`src/kess_pkg.sv`:
```
`default_nettype none
// ---------------------------------------------------------------------------
// Keypad entry package
// Shared widths, the key report type and the hex to seven-segment encoding.
// ---------------------------------------------------------------------------
package kess_pkg;

    localparam int unsigned KEYS_W      = 16;
    localparam int unsigned KEY_W       = 4;
    localparam int unsigned SEG_W       = 8;
    localparam int unsigned DEB_W       = 8;
    localparam int unsigned STORE_DEPTH = 8;
    localparam int unsigned POS_W       = 3;

    localparam logic [DEB_W-1:0] DEBOUNCE_RESET = 8'd5;

    // One reported key, travelling from the key machine to the digit store.
    typedef struct packed {
        logic             valid;
        logic [KEY_W-1:0] code;
    } t_key_report;

    // Hex digit to segment pattern, bit 0 is segment a, bit 7 the point.
    function automatic logic [SEG_W-1:0] hex_to_seg(input logic [KEY_W-1:0] hex);
        logic [SEG_W-1:0] seg;
        unique case (hex)
            4'h0: seg = 8'h3f;
            4'h1: seg = 8'h06;
            4'h2: seg = 8'h5b;
            4'h3: seg = 8'h4f;
            4'h4: seg = 8'h66;
            4'h5: seg = 8'h6d;
            4'h6: seg = 8'h7d;
            4'h7: seg = 8'h07;
            4'h8: seg = 8'h7f;
            4'h9: seg = 8'h6f;
            4'ha: seg = 8'h77;
            4'hb: seg = 8'h7c;
            4'hc: seg = 8'h39;
            4'hd: seg = 8'h5e;
            4'he: seg = 8'h79;
            default: seg = 8'h71;
        endcase
        return seg;
    endfunction

endpackage
`default_nettype wire

```
`src/kess_key_fsm.sv`:
```
`default_nettype none
// ---------------------------------------------------------------------------
// Keypad scan state machine
// Debounces a press, picks the key on the first active drive line, waits for
// that line to release, debounces the release and reports the key when only one key on the line was closed.
// ---------------------------------------------------------------------------
module kess_key_fsm (
    input  wire logic                        i_clk,
    input  wire logic                        i_rst_n,
    input  wire logic                        i_advance,
    input  wire logic [kess_pkg::KEYS_W-1:0] i_key_pressed,
    input  wire logic [kess_pkg::DEB_W-1:0]  i_debounce_ticks,
    output kess_pkg::t_key_report            o_report
);

    localparam logic [2:0] PH_IDLE      = 3'd0;
    localparam logic [2:0] PH_PRESS_DEB = 3'd1;
    localparam logic [2:0] PH_REL_WAIT  = 3'd2;
    localparam logic [2:0] PH_REL_DEB   = 3'd3;
    localparam logic [2:0] PH_REL_HOLD  = 3'd4;

    // Sense bits of one drive line, bit s for sense line s.
    function automatic logic [3:0] line_of(input logic [kess_pkg::KEYS_W-1:0] keys,
                                           input logic [1:0] drive);
        logic [3:0] bits;
        for (int s = 0; s < 4; s++) begin
            bits[s] = keys[{s[1:0], drive}];
        end
        return bits;
    endfunction

    logic [2:0]                      r_phase, n_phase;
    logic [kess_pkg::DEB_W-1:0]      r_count, n_count;
    logic [kess_pkg::KEY_W-1:0]      r_held_key, n_held_key;
    logic [1:0]                      r_held_line, n_held_line;
    logic                            r_held_ok, n_held_ok;

    logic       fire;
    logic       held_clear;
    logic       any_key;
    logic [1:0] scan_line;
    logic [3:0] scan_bits;
    logic [1:0] scan_which;
    logic [2:0] scan_count;

    assign held_clear = (line_of(i_key_pressed, r_held_line) == 4'd0);
    assign any_key    = (i_key_pressed != '0);

    // First drive line with a closed key, and the highest closed sense line on it.
    always_comb begin
        scan_line  = 2'd0;
        scan_bits  = 4'd0;
        scan_which = 2'd0;
        scan_count = 3'd0;
        for (int d = 3; d >= 0; d--) begin
            if (line_of(i_key_pressed, d[1:0]) != 4'd0) begin
                scan_line = d[1:0];
                scan_bits = line_of(i_key_pressed, d[1:0]);
            end
        end
        for (int s = 0; s < 4; s++) begin
            if (scan_bits[s]) begin
                scan_which = s[1:0];
                scan_count = scan_count + 3'd1;
            end
        end
    end

    always_comb begin
        n_phase     = r_phase;
        n_count     = r_count;
        n_held_key  = r_held_key;
        n_held_line = r_held_line;
        n_held_ok   = r_held_ok;
        fire        = 1'b0;
        unique case (r_phase)
            PH_IDLE: begin
                if (any_key) begin
                    n_count = '0;
                    n_phase = PH_PRESS_DEB;
                end
            end
            PH_PRESS_DEB: begin
                if (r_count < i_debounce_ticks) begin
                    n_count = r_count + 1'b1;
                end else if (!any_key) begin
                    n_phase = PH_IDLE;
                end else begin
                    n_held_line = scan_line;
                    n_held_ok   = (scan_count == 3'd1);
                    // Key value is drive + 4 * (3 - sense).
                    n_held_key  = (scan_count == 3'd1) ? {~scan_which, scan_line} : '0;
                    n_phase     = PH_REL_WAIT;
                end
            end
            PH_REL_WAIT: begin
                if (held_clear) begin
                    n_count = '0;
                    n_phase = PH_REL_DEB;
                end
            end
            PH_REL_DEB: begin
                if (r_count < i_debounce_ticks) begin
                    n_count = r_count + 1'b1;
                end else if (held_clear) begin
                    fire = 1'b1;
                end else begin
                    n_phase = PH_REL_HOLD;
                end
            end
            PH_REL_HOLD: begin
                if (held_clear) begin
                    fire = 1'b1;
                end
            end
            default: begin
                n_phase = PH_IDLE;
            end
        endcase
        if (fire) begin
            n_phase = PH_IDLE;
        end
    end

    assign o_report.valid = fire && r_held_ok;
    assign o_report.code  = (fire && r_held_ok) ? r_held_key : '0;

    always_ff @(posedge i_clk) begin
        if (!i_rst_n) begin
            r_phase     <= PH_IDLE;
            r_count     <= '0;
            r_held_key  <= '0;
            r_held_line <= '0;
            r_held_ok   <= 1'b0;
        end else if (i_advance) begin
            r_phase     <= n_phase;
            r_count     <= n_count;
            r_held_key  <= n_held_key;
            r_held_line <= n_held_line;
            r_held_ok   <= n_held_ok;
        end
    end

    // A key is only ever reported from one of the release phases.
    a_report_phase: assert property (@(posedge i_clk) disable iff (!i_rst_n)
        o_report.valid |-> (r_phase == PH_REL_DEB || r_phase == PH_REL_HOLD))
        else $error("key reported outside a release phase");

    // A report that is taken sends the machine back to idle.
    a_report_idle: assert property (@(posedge i_clk) disable iff (!i_rst_n)
        (o_report.valid && i_advance) |=> (r_phase == PH_IDLE))
        else $error("machine not idle after a report");

    // An invalid press never produces a report.
    a_invalid_quiet: assert property (@(posedge i_clk) disable iff (!i_rst_n)
        !r_held_ok |-> !o_report.valid)
        else $error("invalid press was reported");

endmodule
`default_nettype wire

```
`src/kess_digit_store.sv`:
```
`default_nettype none
// ---------------------------------------------------------------------------
// Digit store and display multiplexer
// Shifts reported keys into an eight digit store and selects one digit a tick.
// ---------------------------------------------------------------------------
module kess_digit_store #(
    parameter int unsigned DIGITS = 8
) (
    input  wire logic                       i_clk,
    input  wire logic                       i_rst_n,
    input  wire logic                       i_advance,
    input  wire kess_pkg::t_key_report      i_report,
    output logic [kess_pkg::SEG_W-1:0]      o_digit_enable_n,
    output logic [kess_pkg::SEG_W-1:0]      o_segment_bits
);

    localparam logic [3:0] DIGITS_C = 4'(DIGITS);
    localparam logic [3:0] FULL     = 4'(kess_pkg::STORE_DEPTH);

    logic [kess_pkg::SEG_W-1:0] r_store [kess_pkg::STORE_DEPTH];
    logic [kess_pkg::SEG_W-1:0] n_store [kess_pkg::STORE_DEPTH];
    logic [3:0]                 r_count, n_count;
    logic [kess_pkg::POS_W-1:0] r_pos, n_pos;
    logic [kess_pkg::POS_W-1:0] pos;
    logic [3:0]                 pos_inc;

    always_comb begin
        n_store = r_store;
        n_count = r_count;
        if (i_report.valid) begin
            if (r_count < FULL) begin
                for (int i = 0; i < kess_pkg::STORE_DEPTH - 1; i++) begin
                    n_store[i] = r_store[i + 1];
                end
                n_store[kess_pkg::STORE_DEPTH - 1] = kess_pkg::hex_to_seg(i_report.code);
            end
            n_count = r_count + 4'd1;
            // The ninth key clears the entry.
            if (n_count > FULL) begin
                n_count = '0;
                for (int i = 0; i < kess_pkg::STORE_DEPTH; i++) begin
                    n_store[i] = '0;
                end
            end
        end
    end

    assign pos     = ({1'b0, r_pos} >= DIGITS_C) ? '0 : r_pos;
    assign pos_inc = {1'b0, pos} + 4'd1;
    assign n_pos   = (pos_inc >= DIGITS_C) ? '0 : pos_inc[kess_pkg::POS_W-1:0];

    assign o_digit_enable_n = ~(kess_pkg::SEG_W'(1) << pos);
    assign o_segment_bits   = n_store[pos];

    always_ff @(posedge i_clk) begin
        if (!i_rst_n) begin
            for (int i = 0; i < kess_pkg::STORE_DEPTH; i++) begin
                r_store[i] <= '0;
            end
            r_count <= '0;
            r_pos   <= '0;
        end else if (i_advance) begin
            r_store <= n_store;
            r_count <= n_count;
            r_pos   <= n_pos;
        end
    end

    // The entry count never passes a full store.
    a_count_range: assert property (@(posedge i_clk) disable iff (!i_rst_n)
        r_count <= FULL)
        else $error("entry count beyond store depth");

    // Exactly one digit is enabled.
    a_one_digit: assert property (@(posedge i_clk) disable iff (!i_rst_n)
        $onehot(~o_digit_enable_n))
        else $error("digit enable not one-hot");

    // The shown position stays inside the configured digit count.
    a_pos_range: assert property (@(posedge i_clk) disable iff (!i_rst_n)
        {1'b0, r_pos} < DIGITS_C)
        else $error("display position out of range");

endmodule
`default_nettype wire

```
`src/keypad_entry_seven_segment_scan_top.sv`:
```
`default_nettype none
// ---------------------------------------------------------------------------
// Keypad entry with seven-segment scan, top level
// 4x4 keypad scanner feeding an eight digit hex entry and a multiplexed
// seven-segment display, one scan tick per input beat.
// ---------------------------------------------------------------------------
// Each input beat is one scan tick carrying a snapshot of the key matrix, and
// each tick yields exactly one output beat: the active-low enable and segment
// byte of one display digit, plus a key report. An input register holds the
// snapshot, short logic runs the key machine and the digit store, and the
// output register holds the result, so the block takes one beat every clock
// while the output side keeps taking beats. The output register lets a new
// beat enter while a finished one still waits. The debounce register is
// written on its own channel, which is always ready; write it only while no
// tick is in flight. DIGITS sets how many positions are scanned; the store
// always holds eight digits.
// ---------------------------------------------------------------------------
module keypad_entry_seven_segment_scan_top #(
    parameter int unsigned DIGITS = 8
) (
    input  wire logic                        i_clk,
    input  wire logic                        i_rst_n,
    // Configuration channel
    input  wire logic                        i_cfg_valid,
    output logic                             o_cfg_ready,
    input  wire logic [kess_pkg::DEB_W-1:0]  i_debounce_ticks,
    // Input channel
    input  wire logic                        i_in_valid,
    output logic                             o_in_ready,
    input  wire logic [kess_pkg::KEYS_W-1:0] i_key_pressed,
    // Output channel
    output logic                             o_out_valid,
    input  wire logic                        i_out_ready,
    output logic [kess_pkg::SEG_W-1:0]       o_digit_enable_n,
    output logic [kess_pkg::SEG_W-1:0]       o_segment_bits,
    output logic                             o_key_valid,
    output logic [kess_pkg::KEY_W-1:0]       o_key_code
);

    logic [kess_pkg::DEB_W-1:0]  r_debounce_ticks;

    // Input register.
    logic                        r_in_valid;
    logic [kess_pkg::KEYS_W-1:0] r_key_pressed;

    // Output register.
    logic                        r_out_valid;
    logic [kess_pkg::SEG_W-1:0]  r_digit_enable_n;
    logic [kess_pkg::SEG_W-1:0]  r_segment_bits;
    logic                        r_key_valid;
    logic [kess_pkg::KEY_W-1:0]  r_key_code;

    logic                        advance;
    kess_pkg::t_key_report       report;
    logic [kess_pkg::SEG_W-1:0]  digit_enable_n;
    logic [kess_pkg::SEG_W-1:0]  segment_bits;

    // The tick in the input register moves on whenever the output register is
    // free or is being emptied in this cycle.
    assign advance     = r_in_valid && (!r_out_valid || i_out_ready);
    assign o_in_ready  = !r_in_valid || advance;
    assign o_cfg_ready = 1'b1;

    always_ff @(posedge i_clk) begin
        if (!i_rst_n) begin
            r_debounce_ticks <= kess_pkg::DEBOUNCE_RESET;
        end else if (i_cfg_valid) begin
            r_debounce_ticks <= i_debounce_ticks;
        end
    end

    always_ff @(posedge i_clk) begin
        if (!i_rst_n) begin
            r_in_valid <= 1'b0;
        end else if (o_in_ready) begin
            r_in_valid <= i_in_valid;
        end
    end

    always_ff @(posedge i_clk) begin
        if (o_in_ready && i_in_valid) begin
            r_key_pressed <= i_key_pressed;
        end
    end

    kess_key_fsm u_key_fsm (
        .i_clk            (i_clk),
        .i_rst_n          (i_rst_n),
        .i_advance        (advance),
        .i_key_pressed    (r_key_pressed),
        .i_debounce_ticks (r_debounce_ticks),
        .o_report         (report)
    );

    kess_digit_store #(
        .DIGITS (DIGITS)
    ) u_digit_store (
        .i_clk            (i_clk),
        .i_rst_n          (i_rst_n),
        .i_advance        (advance),
        .i_report         (report),
        .o_digit_enable_n (digit_enable_n),
        .o_segment_bits   (segment_bits)
    );

    always_ff @(posedge i_clk) begin
        if (!i_rst_n) begin
            r_out_valid <= 1'b0;
        end else if (advance) begin
            r_out_valid <= 1'b1;
        end else if (i_out_ready) begin
            r_out_valid <= 1'b0;
        end
    end

    always_ff @(posedge i_clk) begin
        if (advance) begin
            r_digit_enable_n <= digit_enable_n;
            r_segment_bits   <= segment_bits;
            r_key_valid      <= report.valid;
            r_key_code       <= report.code;
        end
    end

    assign o_out_valid      = r_out_valid;
    assign o_digit_enable_n = r_digit_enable_n;
    assign o_segment_bits   = r_segment_bits;
    assign o_key_valid      = r_key_valid;
    assign o_key_code       = r_key_code;

    // A tick only moves on when there is one in the input register.
    a_advance_src: assert property (@(posedge i_clk) disable iff (!i_rst_n)
        advance |-> r_in_valid)
        else $error("advance without a held tick");

    // A beat that moves on always lands in the output register.
    a_advance_dst: assert property (@(posedge i_clk) disable iff (!i_rst_n)
        advance |=> r_out_valid)
        else $error("output register empty after advance");

    // A shown key code is zero unless a key is reported.
    a_code_zero: assert property (@(posedge i_clk) disable iff (!i_rst_n)
        (r_out_valid && !r_key_valid) |-> (r_key_code == '0))
        else $error("key code set without a report");

endmodule
`default_nettype wire
```
`config.mk`:
```
export PLATFORM = sky130hd
export DESIGN_NAME = keypad_entry_seven_segment_scan_top
export DESIGN_NICKNAME = d
export VERILOG_FILES = /design/src/kess_pkg.sv /design/src/kess_key_fsm.sv /design/src/kess_digit_store.sv /design/src/keypad_entry_seven_segment_scan_top.sv
export SDC_FILE = /design/constraint.sdc
export NUM_CORES = 1
export LEC_CHECK = 0
export ABC_AREA = 0
export ABC_CLOCK_PERIOD_IN_PS = 4100
export BUFFER_PORTS_ARGS = -buffer_cell sky130_fd_sc_hd__buf_2
export CAP_MARGIN = 20
export CORE_MARGIN = 2
export CORE_UTILIZATION = 45
export CTS_BUF_LIST = sky130_fd_sc_hd__clkbuf_4 sky130_fd_sc_hd__clkbuf_8 sky130_fd_sc_hd__clkbuf_16
export CTS_CLUSTER_DIAMETER = 80
export DETAILED_ROUTE_END_ITERATION = 6
export GPL_ROUTABILITY_DRIVEN = 1
export GPL_TIMING_DRIVEN = 1
export PLACE_DENSITY = 0.71
export SYNTH_ARGS = -nofsm -noshare
export SYNTH_HDL_FRONTEND = slang
export SYNTH_SLANG_ARGS = --single-unit
```
`constraint.sdc`:
```
create_clock -name i_clk -period 4.1 [get_ports i_clk]
set_input_delay 0.41 -clock i_clk [delete_from_list [all_inputs] [get_ports i_clk]]
set_output_delay 0.41 -clock i_clk [all_outputs]
set_load 0.01 [all_outputs]
```
---- Word level (Yosys, flattened, before mapping) ----
Memory sizes are Yosys's and may differ from the RTL's.
Index checks and enable logic that the tools add are counted.
storage, ports and cells
  flip-flop bits (word level) ............. 136
  memories ................................ 1
  output and inout bits ................... 24
  bits in writable memories ............... 0
  latch bits .............................. 0
  input bits .............................. 29
  bits in read-only memories .............. 112
memories
  memory           words  width  rd ports  clocked after memory_dff  write ports  RTL line        text
  (no name shown)  16     7      1         0                         0            kess_pkg.sv:26  unique case (hex)
cells by class
  $lt $le $gt $ge ......................... 9
  divide/modulo/power cells ............... 0
  reductions and logical operators ........ 21
  multiplexer cells ....................... 50
  equality and inequality tests ........... 14
  $add $sub $neg .......................... 6
  multipliers ............................. 0
  shift-type cells ........................ 1
  bitwise gates (word level) .............. 4
operators by type and width
  operator                                                               count
  64-bit 2-to-1 mux                                                      3
  8-bit 2-to-1 mux                                                       5
  3-bit 2-to-1 mux                                                       10
  4-bit 2-to-1 mux                                                       7
  8-bit binary-select mux with 3-bit select                              1
  8-bit one-hot mux with 3 select lines                                  1
  16-bit nonzero test                                                    1
  4-bit nonzero test                                                     4
  3-bit one-hot mux with 5 select lines                                  1
  2-bit 2-to-1 mux                                                       7
  4-bit by 5-bit < comparator with 1-bit output (second input constant)  2
  1-bit 2-to-1 mux                                                       10
  3-bit by 2-bit != test with 1-bit output (second input constant)       3
  8-bit by 1-bit adder with 8-bit output (second input constant)         1
  1-bit binary-select mux with 2-bit select                              4
  4-bit greater-or-equal comparator (second input constant)              2
  8-bit < comparator                                                     1
  2-bit by 1-bit != test with 1-bit output (second input constant)       4
  8-bit inverter                                                         1
  1-bit by 3-bit << shifter with 8-bit output (first input constant)     1
  7-bit AND reduction                                                    1
  3-bit by 1-bit adder with 3-bit output (second input constant)         2
  3-bit by 1-bit == test with 1-bit output (second input constant)       2
  3-bit by 2-bit == test with 1-bit output (second input constant)       2
  other kinds (24)                                                       29

---- Longest topological paths before layout ----
An unclocked memory read counts as a cell.
  word-level depth ........................ 15
  gate-level depth with buffers ........... 19

---- By module ----
A second synthesis with hierarchy kept.
second synthesis, totals
  cells, all modules ...................... 744
  area, all modules ....................... 7353.3 µm²
by module, submodules not included
  module                               cells an instance  area each (µm²)  instances  seq. area each (µm²)
  kess_digit_store                     483                4357.9           1          1421.4
  keypad_entry_seven_segment_scan_top  74                 1507.7           1          1311.3
  kess_key_fsm                         187                1487.7           1          360.3

---- Least setup slack after synthesis ----
No wires, ideal clock.
  path type ............................... reg-to-reg
  start ................................... reg r_debounce_ticks[1] (netlist bit)
  end ..................................... reg r_segment_bits (netlist bit o_segment_bits[5]) (data pin)
  slack ................................... 970 ps
  period minus slack after synthesis ...... 3130 ps
  arrival time ............................ 2961 ps
  required time ........................... 3930 ps
  cell stages (with the launch flop) ...... 18
  buffers on the path ..................... 1
  path through ............................ dfxtp_1 inv_1 ha_1 a2111oi_0 o21bai_1 o211ai_4 inv_2 buf_4 and2_1 ha_1 nand2_1 a21oi_1 nor2_1 a22oi_1 o311ai_0 a21oi_1 a21o_1 a311oi_2
RTL lines
  element                 RTL line                                    text
  from (decl)             keypad_entry_seven_segment_scan_top.sv:40   logic [kess_pkg::DEB_W-1:0] r_debounce_ticks;
  from (signal assigned)  keypad_entry_seven_segment_scan_top.sv:66   r_debounce_ticks <= kess_pkg::DEBOUNCE_RESET;
  from (signal assigned)  keypad_entry_seven_segment_scan_top.sv:68   r_debounce_ticks <= i_debounce_ticks;
  to (signal assigned)    keypad_entry_seven_segment_scan_top.sv:119  r_segment_bits <= segment_bits;
  to (decl)               keypad_entry_seven_segment_scan_top.sv:49   logic [kess_pkg::SEG_W-1:0] r_segment_bits;

==> results.py <==
metrics = {
    "outcome": {
        "status": "completed",
    },
    "worst_setup_path": {
        "reg2reg_slack_ns": 0.59,
        "rr_startpoint": "r_debounce_ticks[1]",
        "critical-path-top-delay-family": "compound AO/OA/AOI/OAI gates",
        "worstSetupPathType": "reg2reg",
        "regToRegEndpoint": "o_segment_bits[5]",
        "path_buf_inv": 3,
        "required_ns": 4.35,
        "worst-path-max-fanout": 13,
        "critPathLaunchType": "flip-flop",
        "worstPathCellList": "inv_1 -> ha_1 -> a2111oi_0 -> o21bai_1 -> o211ai_4 -> inv_2 -> nand2_1 -> inv_1 -> ha_1 -> nand2_1 -> a21oi_1 -> nor2_1 -> a22oi_1 -> o311ai_0 -> a21oi_1 -> a21o_1 -> a311oi_2",
        "crit_path_end_kind": "flip-flop",
        "cp.depth": 17,
        "endpoint": "o_segment_bits[5]",
        "crit_path_start": "r_debounce_ticks[1]",
        "crit_path_max_incr_delay_ns": 0.42,
        "arrival_ns": 3.76,
        "rr_worst_depth": 17,
        "slowest_stage": "a2111oi_0",
    },
    "timing": {
        "hold_violations": 0,
        "fin_ws_ns": 0.590,
        "fin_tns_setup_ns": 0,
        "period_share_pct": 85.6,
        "max-slew-margin-rel_pct": 46.9,
        "rsz0062_at_grt": "false",
        "worst_pin_slew_ns": 0.791,
        "clock_skew_ns": 0.00899,
        "slew_viol_final": 0,
        "period_minus_slack_ns": 3.51,
        "finalSetupViolCount": 0,
        "max_freq_mhz": 285,
    },
    "route": {
        "vias": 5747,
        "wl_met3_um": 807,
        "drtIter0Drc": 657,
        "first_pass_iters": 5,
        "remaining_drc_errors": 0,
        "routedWlPerCell_um": 16.9,
        "wl_met2_um": 7330,
        "routed.top_layer": "met4",
        "wl_met1_um": 7960,
        "ant_nets": 0,
        "totalWireLength_um": 16400,
        "avgViaCountPerCell": 5.91,
    },
    "pwr": {
        "p_leak_nw": 2.79,
        "ir_worst_vdd_mv": 0.304,
        "cellPowerDensity_nw_per_um2": 416,
    },
    "logic_synthesis": {
        "ys_seq_elements": 136,
        "ys_top_cells_by_count": "dfxtp_1, nor2b_1, a22oi_1",
        "synth_edf_count": 37,
        "synth_top_area_cell": "dfxtp_1",
        "syn-cell-area_um2": 6970,
        "synth_top_area_share_pct": 28.4,
        "syn_nets": 789,
        "yosysWarnings": 0,
        "ys.flop_type": "dfxtp_1",
        "synth.most_common_cell": "dfxtp_1",
        "synth_area_per_cell_um2": 9.43,
        "synthCells": 739,
        "seq_area_frac_synth_pct": 44.4,
        "synth_cell_types": 68,
        "netlist_top_cells_area": "dfxtp_1, edfxtp_1, a22oi_1, nor2b_1, ha_1",
        "ys_async_sr_fraction_pct": 0,
    },
    "global_route": {
        "grt_start_max_net_pins": 92,
        "grt_pass1_vias": 5306,
        "grt_pass1_wl_um": 26800,
        "track_usage_pct": 20.5,
        "antenna_found_initial": 0,
        "gr-total-overflow": 0,
    },
    "placement": {
        "place.gp.congestion": 0.875,
        "place_hpwl_um": 10400,
        "preCtsSetupSlack_ns": 0.673,
        "port_buffers": 51,
    },
    "min_path": {
        "hp-class": "in2reg",
    },
    "cts": {
        "insertion_delay_ns": 0.42,
        "cts_buffer_depth": 2,
        "cts_tree": "done",
        "post-cts-setup-buffer-count": 0,
        "numCtsBuffers": 17,
        "cts_hold_buf": 0,
        "cts_resized": 0,
        "clk_pin_slew_ns": 0.06,
        "cts-root-buf": "clkbuf_16",
        "cts.sinks": 136,
        "cts-htree-levels": 4,
    },
    "cells_and_area": {
        "nets": 822,
        "diodes": 0,
        "area_delta_synth_final_pct": 14.8,
        "layout-drive-gt1-share_pct": 15.2,
        "fill_cells": 1333,
    },
    "floorplan": {
        "core_um2": 15100,
        "core.rowCount": 45,
        "die_h_um": 128,
        "initial_core_util_pct": 46.0,
        "die_w_um": 128,
        "die_area_um2": 16500,
        "num_io_pins": 53,
    },
    "run": {
        "maxCapViolCount": 0,
    },
}
worst min-delay path by stage:
| stage | slack (ns) | from | to | depth (start not counted) |
|---|---|---|---|---|
| 6_report | 0.16 | i_key_pressed[13] | r_key_pressed[13] | 1 |
| 2_1_floorplan | 0.44 | r_debounce_ticks[0] | r_debounce_ticks[0] | 2 |
| 5_1_grt | 0.15 | i_key_pressed[1] | r_key_pressed[1] | 1 |
| 4_1_cts | 0.15 | i_key_pressed[13] | r_key_pressed[13] | 1 |
| 3_5_place_dp | 0.48 | u_digit_store.r_store[0] | u_digit_store.r_store[0] | 2 |
| 3_3_place_gp | 0.47 | u_digit_store.r_store[1] | u_digit_store.r_store[1] | 2 |
kinds of logic (layout without fill, tap and decap cells):
family                   after synthesis  in the layout  share of synthesized area, %
AO/OA/AOI/OAI                        238            238                          23.6
AND/OR/NAND/NOR                      234            234                          18.4
flip-flops                           136            136                          44.4
buffers and inverters                 77            123                          4.94
multiplexers                          24             24                          3.79
adder cells (fa/ha/maj)               21             21                          3.77
XOR/XNOR                               8              8                          1.01
other                                  1              1                        0.0538
layer usage:
layer	track usage [%]	vias up
li1	-	2784
met2	32.0	189
met1	27.8	2754
met4	7.76	0
met5	0	-
met3	4.62	20
power breakdown:
group | internal [mW] | switching [mW]
logic | 0.0804 | 0.114
registers | 1.41 | 0.0180
clock network | 1.14 | 0.557
total | 2.63 | 0.689
per-stage QoR:
step | hold slack (ns) | total power [mW] | util, % | cells | instance area, um2
after global routing | 0.151 | 3.42 | 52.8 | 973 | 8000
after detailed placement | 0.482 | 1.65 | 48.4 | 941 | 7340
after CTS | 0.152 | 3.33 | 52.8 | 973 | 8000
after floorplan | 0.443 | 1.59 | - | 739 | 6970
final | 0.163 | 3.32 | 52.8 | 973 | 8000
after global placement | 0.471 | 1.64 | 48.4 | 941 | 7340
state kept, by name (all words and copies together) (netlist names):
name                   flops
u_key_fsm.r_count          8
u_key_fsm.r_held_key       4
u_key_fsm.r_held_line      2
r_in_valid                 1
u_key_fsm.r_phase          3
r_debounce_ticks           8
u_digit_store.pos          3
o_segment_bits             8
o_key_valid                1
o_key_code                 4
u_digit_store.r_count      4
u_digit_store.r_store     64
o_digit_enable_n           8
o_out_valid                1
u_key_fsm.r_held_ok        1
r_key_pressed             16
worst register-to-register path, cell delays in order (launching register included):
cell       delay [ns]
dfxtp_1          0.33
inv_1            0.04
ha_1             0.28
a2111oi_0        0.42
o21bai_1         0.26
o211ai_4         0.22
inv_2            0.15
nand2_1          0.15
inv_1            0.08
ha_1             0.21
nand2_1          0.12
a21oi_1          0.08
nor2_1           0.11
a22oi_1          0.09
o311ai_0         0.32
a21oi_1          0.14
a21o_1           0.17
a311oi_2         0.18
layout make-up:
cell class,count,area [um2],area share (%)
inverters,26,97.6,1.22
flip-flops and latches,136,3090,38.7
repair buffers,65,373,4.66
clock inverters,8,169,2.11
well taps,188,235,2.94
multi-input cells,526,3540,44.2
clock buffers,24,490,6.13
placed cells by master, fill, tap and decap left out, drive strengths merged, types with 4 or more instances in the layout:
cell type / instances
dfxtp: 99
nor2b: 83
a22oi: 82
buf: 65
nand2: 51
a21oi: 44
nor2: 38
edfxtp: 37
o21ai: 37
inv: 24
clkbuf: 24
ha: 21
mux2i: 17
nor3: 16
nand3: 12
a21o: 10
a221oi: 10
and2: 10
a211oi: 8
a31oi: 7
nor4: 7
a22o: 6
mux2: 6
o22ai: 5
xnor2: 5
bufinv: 5
clkinv: 5
nand2b: 4
a21boi: 4
(Power assumes the default switching activity.)
